===== src/rtl/rfp_pkg.sv =====
// ----------------------------------------------------------------------------
// rfp_pkg: ranging frame parser package
// Item types, frame constants and register map shared by the parser and checker.
// ----------------------------------------------------------------------------
package rfp_pkg;

  localparam int unsigned ADDR_W      = 2;
  localparam int unsigned DATA_W      = 32;
  localparam int unsigned DIST_W      = 13;
  localparam int unsigned ANGLE_W     = 16;
  localparam int unsigned TIMEOUT_W   = 16;
  localparam int unsigned ELAPSED_W   = 17;
  localparam int unsigned COUNT_W     = 4;

  localparam logic [7:0]           HEAD_BYTE     = 8'hF0;
  localparam logic [7:0]           LEN_BYTE      = 8'h06;
  localparam logic [7:0]           TAIL_BYTE     = 8'hAA;
  localparam logic [15:0]          MAX_DIST_CM   = 16'd5000;
  localparam logic [COUNT_W-1:0]   LAST_STORED   = 4'd9;
  localparam logic [ELAPSED_W-1:0] ELAPSED_MAX   = '1;
  localparam logic [TIMEOUT_W-1:0] TIMEOUT_RESET = 16'd500;

  localparam logic [ADDR_W-1:0] REG_TIMEOUT = 2'd0;

  // byte positions inside the frame
  localparam logic [COUNT_W-1:0] POS_HEAD     = 4'd0;
  localparam logic [COUNT_W-1:0] POS_LEN      = 4'd1;
  localparam logic [COUNT_W-1:0] POS_DIST_LO  = 4'd4;
  localparam logic [COUNT_W-1:0] POS_DIST_HI  = 4'd5;
  localparam logic [COUNT_W-1:0] POS_ANGLE_LO = 4'd6;
  localparam logic [COUNT_W-1:0] POS_ANGLE_HI = 4'd7;

  typedef enum logic {
    OP_BYTE = 1'b0,
    OP_TICK = 1'b1
  } op_t;

  typedef enum logic [1:0] {
    STATUS_NONE     = 2'd0,
    STATUS_ACCEPTED = 2'd1,
    STATUS_REJECTED = 2'd2
  } status_t;

  typedef struct packed {
    op_t        op;
    logic [7:0] rx_byte;
  } item_t;

  typedef struct packed {
    logic                      reading_valid;
    logic [DIST_W-1:0]         distance_cm;
    logic signed [ANGLE_W-1:0] bearing_deg;
    status_t                   frame_status;
  } result_t;

endpackage


===== src/rtl/ranging_frame_parser.sv =====
// ----------------------------------------------------------------------------
// ranging_frame_parser: ten-byte ranging frame parser
// Collects serial bytes into frames, holds the last good distance and angle,
// and ages the reading out on millisecond ticks.
// ----------------------------------------------------------------------------
// the result of an accepted item appears in the output register in the next cycle
// throughput: one item per cycle while no result is stalled; the parser state updates in the accept cycle
// an item is taken while a waiting result is being taken in the same cycle
// reset (synchronous, rst high): no frame in progress, no reading, elapsed zero,
// timeout_ms back to 500, output register empty
module ranging_frame_parser (
  input  logic                         clk,
  input  logic                         rst,
  input  logic                         item_valid,
  output logic                         item_stall,
  input  rfp_pkg::item_t               item,
  output logic                         result_valid,
  input  logic                         result_stall,
  output rfp_pkg::result_t             result,
  input  logic                         psel,
  input  logic                         penable,
  input  logic                         pwrite,
  input  logic [rfp_pkg::ADDR_W-1:0]   paddr,
  input  logic [rfp_pkg::DATA_W-1:0]   pwdata,
  output logic [rfp_pkg::DATA_W-1:0]   prdata,
  output logic                         pready
);
  import rfp_pkg::*;

  logic                      take;
  logic [COUNT_W-1:0]        byte_count, byte_count_next;
  logic [7:0]                head_byte, len_byte;
  logic [7:0]                dist_lo, dist_hi, angle_lo, angle_hi;
  logic [DIST_W-1:0]         held_distance, held_distance_next;
  logic [ANGLE_W-1:0]        held_angle, held_angle_next;
  logic                      valid_flag, valid_flag_next;
  logic [ELAPSED_W-1:0]      elapsed_ms, elapsed_ms_next, elapsed_inc;
  logic [TIMEOUT_W-1:0]      timeout_ms;
  logic [15:0]               frame_dist;
  logic                      frame_good;
  status_t                   status_next;

  assign take       = item_valid && !item_stall;
  assign item_stall = result_valid && result_stall;
  assign pready     = 1'b1;
  assign prdata     = (paddr == REG_TIMEOUT) ? {{(DATA_W-TIMEOUT_W){1'b0}}, timeout_ms} : '0;

  assign frame_dist = {dist_hi, dist_lo};
  assign frame_good = (head_byte == HEAD_BYTE) && (len_byte == LEN_BYTE) &&
                      (item.rx_byte == TAIL_BYTE) && (frame_dist != 16'd0) &&
                      (frame_dist <= MAX_DIST_CM);
  assign elapsed_inc = (elapsed_ms == ELAPSED_MAX) ? elapsed_ms : elapsed_ms + 1'b1;

  always_comb begin
    byte_count_next    = byte_count;
    held_distance_next = held_distance;
    held_angle_next    = held_angle;
    valid_flag_next    = valid_flag;
    elapsed_ms_next    = elapsed_ms;
    status_next        = STATUS_NONE;
    unique case (item.op)
      OP_TICK: begin
        elapsed_ms_next = elapsed_inc;
        if (valid_flag && (elapsed_inc > {1'b0, timeout_ms})) begin
          valid_flag_next = 1'b0;
        end
      end
      OP_BYTE: begin
        priority if (byte_count == POS_HEAD && item.rx_byte != HEAD_BYTE) begin
          byte_count_next = byte_count;
        end else if (byte_count < LAST_STORED) begin
          byte_count_next = byte_count + 1'b1;
        end else begin
          byte_count_next = POS_HEAD;
          if (frame_good) begin
            status_next        = STATUS_ACCEPTED;
            held_distance_next = frame_dist[DIST_W-1:0];
            held_angle_next    = {angle_hi, angle_lo};
            valid_flag_next    = 1'b1;
            elapsed_ms_next    = '0;
          end else begin
            status_next = STATUS_REJECTED;
          end
        end
      end
      default: begin
        status_next = STATUS_NONE;
      end
    endcase
  end

  always_ff @(posedge clk) begin
    if (rst) begin
      byte_count    <= '0;
      held_distance <= '0;
      held_angle    <= '0;
      valid_flag    <= 1'b0;
      elapsed_ms    <= '0;
      timeout_ms    <= TIMEOUT_RESET;
      result_valid  <= 1'b0;
    end else begin
      if (psel && penable && pwrite && pready && paddr == REG_TIMEOUT) begin
        timeout_ms <= pwdata[TIMEOUT_W-1:0];
      end
      if (take) begin
        byte_count    <= byte_count_next;
        held_distance <= held_distance_next;
        held_angle    <= held_angle_next;
        valid_flag    <= valid_flag_next;
        elapsed_ms    <= elapsed_ms_next;
        result_valid  <= 1'b1;
      end else if (!result_stall) begin
        result_valid <= 1'b0;
      end
    end
  end

  // frame bytes that the check needs
  always_ff @(posedge clk) begin
    if (take && item.op == OP_BYTE && byte_count_next != byte_count &&
        byte_count < LAST_STORED) begin
      unique case (byte_count)
        POS_HEAD:     head_byte <= item.rx_byte;
        POS_LEN:      len_byte  <= item.rx_byte;
        POS_DIST_LO:  dist_lo   <= item.rx_byte;
        POS_DIST_HI:  dist_hi   <= item.rx_byte;
        POS_ANGLE_LO: angle_lo  <= item.rx_byte;
        POS_ANGLE_HI: angle_hi  <= item.rx_byte;
        default: begin
        end
      endcase
    end
  end

  // result register
  always_ff @(posedge clk) begin
    if (take) begin
      result.reading_valid <= valid_flag_next;
      result.distance_cm   <= held_distance_next;
      result.bearing_deg   <= held_angle_next;
      result.frame_status  <= status_next;
    end
  end

endmodule


===== config.mk =====
export PLATFORM = sky130hd
export DESIGN_NAME = ranging_frame_parser
export DESIGN_NICKNAME = d
export VERILOG_FILES = /design/src/rtl/rfp_pkg.sv /design/src/rtl/ranging_frame_parser.sv
export SDC_FILE = /design/constraint.sdc
export NUM_CORES = 1
export LEC_CHECK = 0
export ABC_AREA = 1
export BUFFER_PORTS_ARGS = -buffer_cell sky130_fd_sc_hd__buf_2
export CELL_PAD_IN_SITES_DETAIL_PLACEMENT = 1
export CELL_PAD_IN_SITES_GLOBAL_PLACEMENT = 2
export CORE_UTILIZATION = 34
export CTS_CLUSTER_DIAMETER = 60
export DETAILED_ROUTE_END_ITERATION = 7
export PLACE_DENSITY_LB_ADDON = 0.12
export SLEW_MARGIN = 15
export SYNTH_ARGS = -nofsm -noshare
export SYNTH_HDL_FRONTEND = slang
export SYNTH_SLANG_ARGS = --single-unit

===== constraint.sdc =====
create_clock -name clk -period 3.5 [get_ports clk]
set_input_delay 0.7 -clock clk [delete_from_list [all_inputs] [get_ports clk]]
set_output_delay 0.7 -clock clk [all_outputs]
set_load 0.01 [all_outputs]

# == Word level (Yosys, flattened, before mapping) ==
# Cells that the tools add are included.
# word_totals
reg_bits,148
inputBits,50
out_inout_bits,67
elab_cells,89
# op_classes
addsub,2
n_lt_le_gt_ge,3
eq_ne,15
mux,25
bitwise,1
n_reduce_logical,26
# ops
cell,n
16-bit two-way mux,5
17-bit two-way mux,4
13-bit two-way mux,4
17-bit case mux with 2 select lines,1
"17-bit by 1-bit adder with 17-bit output, second input constant",1
"17-bit == test, second input constant",1
17-bit by 16-bit greater-than comparator with 1-bit output,1
"4-bit by 3-bit == test with 1-bit output, second input constant",4
"8-bit == test, second input constant",2
"16-bit by 13-bit less-or-equal comparator with 1-bit output, second input constant",1
16-bit nonzero test,1
1-bit logical AND,14
4-bit two-way mux,3
2-bit AND reduction,6
"8-bit by 3-bit == test with 1-bit output, second input constant",1
"8-bit != test, second input constant",1
1-bit two-way mux,6
"2-bit != test, second input constant",3
"4-bit by 1-bit adder with 4-bit output, second input constant",1
"4-bit by 1-bit == test with 1-bit output, second input constant",1
4-bit logical NOT,1
"4-bit less-than comparator, second input constant",1
4-bit != test,1
4-bit AND reduction,1
other kinds (7),7

# == Longest topological paths before layout ==
# Gate-level depths: netlist (run 1).
# logic_depth
depth_word,9
ltp_mapped,24
depth_no_buf,24

# == Least setup slack after synthesis (run 1) ==
# OpenSTA, ideal clock, no wires.
# synth_path
path_type,input-to-reg
startpoint,input port result_stall
endpoint,register byte_count[1]
setup_ps,121
t_arrival_ps,2462
t_required_ps,3379
setup_slack_ps,917
cell_stages,7
path_buffers,1
path_cell_list,nand2_1 -> inv_2 -> nor2_4 -> clkbuf_1 -> nand3_1 -> o211ai_1 -> inv_1
# synth_between
elab_chain_cells,3
# synth_lines
item,line,source
from (decl),ranging_frame_parser.sv:18,"input logic result_stall,"
1-bit logical AND,ranging_frame_parser.sv:44,assign item_stall = result_valid && result_stall;
via item_stall,ranging_frame_parser.sv:15,"output logic item_stall,"
1-bit logical NOT,ranging_frame_parser.sv:43,assign take = item_valid && !item_stall;
1-bit logical AND,ranging_frame_parser.sv:43,
via take,ranging_frame_parser.sv:30,logic take;
to (signal assigned),ranging_frame_parser.sv:106,byte_count <= byte_count_next;
to (decl),ranging_frame_parser.sv:31,"logic [COUNT_W-1:0] byte_count, byte_count_next;"
# The timed path passes the listed nets, and every way through them passes these cells.
# A chain may end at the register's enable or synchronous reset.

# == Final worst setup path (run 1) ==
# layout_path
startpoint,register elapsed_ms[0]
endpoint,"register result[31] in the netlist's numbering, data pin"
# layout_between
elab_chain_cells,6
word_cells_on_any_way,7
cone_classes,add/sub (1); order compare (1); eq/ne (1); mux (3); reduce/logical (1)
# layout_lines
item,line,source
from (decl),ranging_frame_parser.sv:37,"logic [ELAPSED_W-1:0] elapsed_ms, elapsed_ms_next, elapsed_inc;"
from (signal assigned),ranging_frame_parser.sv:110,elapsed_ms <= elapsed_ms_next;
17-bit by 1-bit adder with 17-bit output / 17-bit == test (equally long branches),ranging_frame_parser.sv:52,assign elapsed_inc = (elapsed_ms == ELAPSED_MAX) ? elapsed_ms : elapsed_ms + 1'b1;
17-bit two-way mux *,ranging_frame_parser.sv:52,
17-bit by 16-bit greater-than comparator with 1-bit output *,ranging_frame_parser.sv:64,"if (valid_flag && (elapsed_inc > {1'b0, timeout_ms})) begin"
1-bit logical AND *,ranging_frame_parser.sv:64,
1-bit two-way mux *,ranging_frame_parser.sv:64,
1-bit case mux with 2 select lines *,ranging_frame_parser.sv:61,unique case (item.op)
via valid_flag_next,ranging_frame_parser.sv:36,"logic valid_flag, valid_flag_next;"
to (decl),ranging_frame_parser.sv:19,"output rfp_pkg::result_t result,"
# Mark *: on every way through the listed nets, which the timed path passes. The rest lies on a longest branch.

==> results.sh, run 1 <==
export IMPL_wl_per_cell_um=15.8
export IMPL_cts_made_buffers=17
export IMPL_grt_total_usage_pct=18.4
export IMPL_period_share_pct=83.7
export IMPL_coreArea_um2=19700
export IMPL_dp_hpwl_mm=12.8
export IMPL_fin_skew_ps=7.79
export IMPL_io_buffer_count=83
export IMPL_clkTransAtPathRegs_ps=60
export IMPL_row_count=51
export IMPL_hold_viol=0
export IMPL_leakage_nw=3.75
export IMPL_die_area_um2=21000
export IMPL_clock_path_buffers=2
export IMPL_crit_top_cell="nand2_1"
export IMPL_rsz0062_at_grt="false"
export IMPL_layout_drive_gt1_share_pct=18.0
export IMPL_antenna_found_initial=0
export IMPL_grt_pass1_wl_mm=29.0
export IMPL_path_cells="ha_1 > and3_1 > nand4_1 > nor2_1 > nand2_1 > buf_4 > nand2_1 > ha_1 > nand2_1 > inv_1 > nand2_1 > nor2_1 > a21oi_1 > nand2_1 > nand2_1 > nand2_1 > nand2_1 > nand2_1 > nand2_1 > nand2_1 > inv_1"
export IMPL_synth_main_ff_cell="edfxtp_1"
export IMPL_wl_mm=18.1
export IMPL_num_vias=5497
export IMPL_synthCells=786
export IMPL_die_width_um=145
export IMPL_critPathRequiredTime_ps=3690
export IMPL_htreeDepth=4
export IMPL_setup_violations=0
export IMPL_synthArstFlopShare_pct=0
export IMPL_postCtsSetupRepairBufs=0
export IMPL_via_per_inst=4.79
export IMPL_synth_edf_count=80
export IMPL_cpMaxStageDelayCell="dfxtp_1"
export IMPL_fin_crit_ps=2930
export IMPL_die_y_um=145
export IMPL_fin_area_um2=8190
export IMPL_yosys_cell_types_count=38
export IMPL_start_util_pct=35.2
export IMPL_finalPower_mw=4.11
export IMPL_grt_overflow=0
export IMPL_ys_ff_latch=148
export IMPL_power_density_nw_per_um2=502
export IMPL_crit_type="reg2reg"
export IMPL_fill_cells=2326
export IMPL_cts_resized=0
export IMPL_cts_sinks=148
export IMPL_worst_setup_path_start_kind="register"
export IMPL_place_gp_congestion=0.794
export IMPL_post_place_cells=1115
export IMPL_drt_iter0_markers=185
export IMPL_cts_tree="done"
export IMPL_grt_max_degree=48
export IMPL_dp_slack_ps=553
export IMPL_clock_root_buffer="clkbuf_16"
export IMPL_yosysWarnings=0
export IMPL_status="complete, no violations"
export IMPL_fin_cells=1147
export IMPL_ys_seq_area_share_pct=54.2
export IMPL_maxCapViolCount=0
export IMPL_drcViolationCount=0
export IMPL_syn_area_um2=6940
export IMPL_max_slew_margin_pct=52.6
export IMPL_ctsHoldBuffers=0
export IMPL_avgSynthCellArea_um2=8.83
export IMPL_setup_tns_ps=0
export IMPL_ir_drop_mv=0.334
export IMPL_area_delta_synth_final_pct=18.0
export IMPL_layout_cells_most_common_list="150 x nand2_1, 106 x nor2_1, 91 x inv_1"
export IMPL_final_nets=941
export IMPL_hold_path_class="reg2reg"
export IMPL_final_common_cell="nand2_1"
export IMPL_final_antenna_net_count=0
export IMPL_crit_fanout=9
export IMPL_max_freq_mhz=341
export IMPL_io_pins=117
export IMPL_ff2ff_setup_slack_ps=570
export IMPL_firstDrtPassIters=5
export IMPL_fin_ws_ps=570
export IMPL_insertion_delay_ps=420
export IMPL_slowest_delay_ps=350
export IMPL_grt_pass1_vias=5679
export IMPL_worstMarginPinSlew_ps=710
export IMPL_antennaDiodeCount=0
export IMPL_drv_slew=0
export IMPL_worstSetupEndpointType="register"
export IMPL_dpl_cell_area_um2=7570
export IMPL_crit_arrival_ps=3120
[power breakdown]
part	internal, mW	switching [mW]	total [mW]
Sequential	1.90	0.0236	1.92
Clock	1.18	0.736	1.91
Combinational	0.0873	0.187	0.275
Total	3.16	0.947	4.11
[synth_stat cells (4+ instances only)]
master	instances	area, um2
a21oi_1	35	175
o211ai_1	8	60.1
nor2_1	107	402
nand2_1	150	563
nor3_1	7	35.0
edfxtp_1	80	2400
nand2_2	4	25.0
inv_1	91	342
inv_2	7	26.3
o21ai_0	19	95.1
nand3_1	34	170
xor2_1	7	61.3
dfxtp_1	68	1360
ha_1	22	275
buf_6	4	45.0
clkbuf_1	15	56.3
o21ai_1	30	150
nand4_1	34	213
xnor2_1	5	43.8
buf_4	17	128
buf_2	11	55.1
[flip-flops by register name (all words and copies together), names as in the netlist, 13 cells and up]
register and cells:
result 32, held_angle 16, held_distance 13, timeout_ms 16, elapsed_ms 17
[area by class of cell]
class                      instances  area, um2  area share (%)
multi-input combinational        504       2560            31.3
clock buffer                      20        467            5.70
sequential                       148       3760            46.0
timing repair buffer              99        536            6.54
inverter                          99        373            4.55
tap                              265        332            4.05
clock inverter                    12        153            1.86
[layer usage]
| layer | GRT usage (%) | routed length, um |
|---|---|---|
| met1 | 20.0 | 7480 |
| met2 | 35.1 | 9720 |
| met3 | 3.52 | 533 |
| met4 | 6.37 | 336 |
| met5 | 0 | 0 |
[kinds of logic (layout without fill, tap and decap cells)]
| kind of cell | after synthesis | in the layout | synth area share, % |
|---|---|---|---|
| other cells | 2 | 17 | 0.108 |
| xor+xnor | 13 | 13 | 1.75 |
| fa+ha+maj | 22 | 22 | 3.97 |
| buf+inv | 149 | 230 | 9.63 |
| flops | 148 | 148 | 54.2 |
| simple gates | 355 | 355 | 22.8 |
| compound gates | 97 | 97 | 7.50 |
[path summary, 6_finish.rpt]
| kind | from | to | depth (start not counted) |
|---|---|---|---|
| worst max-delay path | elapsed_ms[0] | result[31] | 21 |
| worst min-delay path | elapsed_ms[15] | elapsed_ms[15] | 2 |
| worst max register to register | elapsed_ms[0] | result[31] | 21 |
| worst min register to register | elapsed_ms[15] | elapsed_ms[15] | 2 |
[through the flow]
| stage | utilization, % | hold WS (ps) |
|---|---|---|
| after floorplan | - | 449 |
| after global placement | 38.4 | 473 |
| after detailed placement | 38.4 | 483 |
| after CTS | 41.5 | 492 |
| after global routing | 41.5 | 496 |
| final | 41.5 | 490 |
[critical path, delay by kind of cell (launching register included)]
kind	cells	cell delay, ps
buffers and inverters	3	330
AOI/OAI and AO/OA	1	80
DFF	1	350
adders and majority gates	2	550
and+or+nand+nor	15	1370
(Power assumes the default switching activity.)
==> inputs of run 2 (changes only) <==
Clock period 3.5 ns to 2.7 ns, I/O delays scaled along.
==> run 2 against run 1 <==
Core utilization increased by 2.2 points. Hold slack got worse by 150 ps. Largest power group unchanged. Sequential share of layout area decreased by 2.2 points. Clock power increased by 29%. Cell area increased by 5.2%. Final cell count increased by 3.3%. Register-to-register slack got worse by 480 ps. Sequential power increased by 30%. Clock-buffer cell count decreased by 3. Critical path type unchanged. First-iteration DRC count decreased by 4.9%.
==> results.sh, run 2 (synthesis gave the netlist of run 1 again) <==
export IMPL_setup_violations=0
export IMPL_max_freq_mhz=384
export IMPL_multi_input_area_um2=2690
export IMPL_setup_tns_ps=0
export IMPL_clkTransAtPathRegs_ps=60
export IMPL_io_buffer_count=83
export IMPL_drcViolationCount=0
export IMPL_final_antenna_net_count=0
export IMPL_slowest_delay_ps=360
export IMPL_worstMarginPinSlew_ps=675
export IMPL_hold_path_class="in2reg"
export IMPL_ir_drop_mv=0.525
export IMPL_drv_slew=0
export IMPL_worst_setup_path_start_kind="register"
export IMPL_cpMaxStageDelayCell="dfxtp_2"
export IMPL_antennaDiodeCount=0
export IMPL_firstDrtPassIters=5
export IMPL_ff_latch_area_um2=3770
export IMPL_io_pins=117
export IMPL_clock_path_buffers=2
export IMPL_fin_crit_ps=2610
export IMPL_path_cells="ha_4 > and3_4 > nand4_1 > nor2_1 > nand2_2 > o21ai_2 > inv_2 > ha_4 > nand2_2 > nor2_2 > nand3_1 > nand2_1 > nand2_1 > nand2_1 > nand2_1 > nand2_1 > nand2_1 > nand2_1 > nand2_1 > nand2_1 > inv_1"
export IMPL_status="complete, no violations"
export IMPL_num_vias=5660
export IMPL_cts_made_buffers=17
export IMPL_crit_type="reg2reg"
export IMPL_clock_root_buffer="clkbuf_16"
export IMPL_max_slew_margin_pct=54.9
export IMPL_worstSetupEndpointType="register"
export IMPL_cts_sinks=148
export IMPL_cts_tree="done"
export IMPL_htreeDepth=4
export IMPL_period_share_pct=96.5
export IMPL_grt_max_degree=48
export IMPL_dpl_cell_area_um2=7820
export IMPL_drt_iter0_markers=176
export IMPL_fin_skew_ps=12.3
export IMPL_layout_drive_gt1_share_pct=24.7
export IMPL_grt_total_usage_pct=19.0
export IMPL_die_y_um=145
export IMPL_power_density_nw_per_um2=619
export IMPL_leakage_nw=3.94
export IMPL_grt_pass1_wl_mm=29.9
export IMPL_insertion_delay_ps=420
export IMPL_dp_hpwl_mm=13.2
export IMPL_die_width_um=145
export IMPL_wl_mm=18.5
export IMPL_whs_ps=337
export IMPL_largest_register="result"
export IMPL_final_common_cell="nand2_1"
export IMPL_rsz0062_at_grt="true"
export IMPL_grt_pass1_vias=5855
export IMPL_wl_per_cell_um=15.6
export IMPL_row_count=51
export IMPL_layout_cells_most_common_list="142 x nand2_1, 103 x nor2_1, 87 x inv_1"
export IMPL_final_nets=979
export IMPL_hold_viol=0
export IMPL_critPathRequiredTime_ps=2880
export IMPL_maxCapViolCount=0
export IMPL_start_util_pct=35.2
export IMPL_area_delta_synth_final_pct=24.1
export IMPL_place_gp_congestion=0.790
export IMPL_crit_arrival_ps=2790
export IMPL_crit_top_cell="nand2_1"
export IMPL_top_regs="result: 32 flops, elapsed_ms: 17 flops"
export IMPL_fin_area_um2=8610
export IMPL_coreArea_um2=19700
export IMPL_crit_fanout=8
export IMPL_via_per_inst=4.78
export IMPL_largest_register_ffs=32
export IMPL_fill_cells=2273
export IMPL_antenna_found_initial=0
export IMPL_grt_overflow=0
export IMPL_die_area_um2=21000
[run 2: final timing paths]
| path | start | end | slack [ps] | cells after the start |
|---|---|---|---|---|
| worst max-delay path | elapsed_ms[1] | result[31] | 90 | 21 |
| worst min-delay path | pwdata[6] | timeout_ms[6] | 340 | 3 |
| worst max register to register | elapsed_ms[1] | result[31] | 90 | 21 |
| worst min register to register | elapsed_ms[15] | elapsed_ms[15] | 500 | 2 |
[run 2: metrics by stage]
step	setup WS [ps]	instances	util [%]	power (mW)
after floorplan	255	801	-	2.77
after global placement	-40.3	1148	39.6	2.89
after detailed placement	-102	1148	39.6	2.91
after CTS	2.30	1181	42.9	5.41
after global routing	-137	1185	43.7	5.56
final	93.3	1185	43.7	5.33
[run 2: power breakdown]
part	internal, mW	switching (mW)
clock network	1.48	0.993
logic	0.123	0.250
registers	2.46	0.0296
[run 2: critical path, delay by kind of cell (launching register included)]
family | cells | cell delay [ps]
DFF | 1 | 360
and+or+nand+nor | 16 | 1320
adders and majority gates | 2 | 410
AOI/OAI and AO/OA | 1 | 180
buffers and inverters | 2 | 110
[run 2: what timing repair did]
| action | CTS | global route |
|---|---|---|
| pin swaps | 2 | 11 |
| setup buffers | 1 | 4 |
| hold buffers | 0 | 0 |
| setup endpoints to repair | 2 | 2 |
| gates resized for setup | 5 | 31 |
[run 2: per-layer routing]
layer	share of wire (%)	global-route usage, %	routed length (um)	up-vias
li1	-	-	-	2801
met1	42	21.1	7840	2746
met2	53	36.1	9890	93
met3	2.8	4.21	527	20
met4	1.5	5.15	275	0
met5	0	0	0	-
[run 2: cell type report]
cell class / count / area share (%)
clock buffers: 17 / 4.94
multi-input cells: 504 / 31.2
inverters: 99 / 4.33
well taps: 265 / 3.85
repair buffers: 137 / 9.62
clock inverters: 15 / 2.28
flip-flops and latches: 148 / 43.7
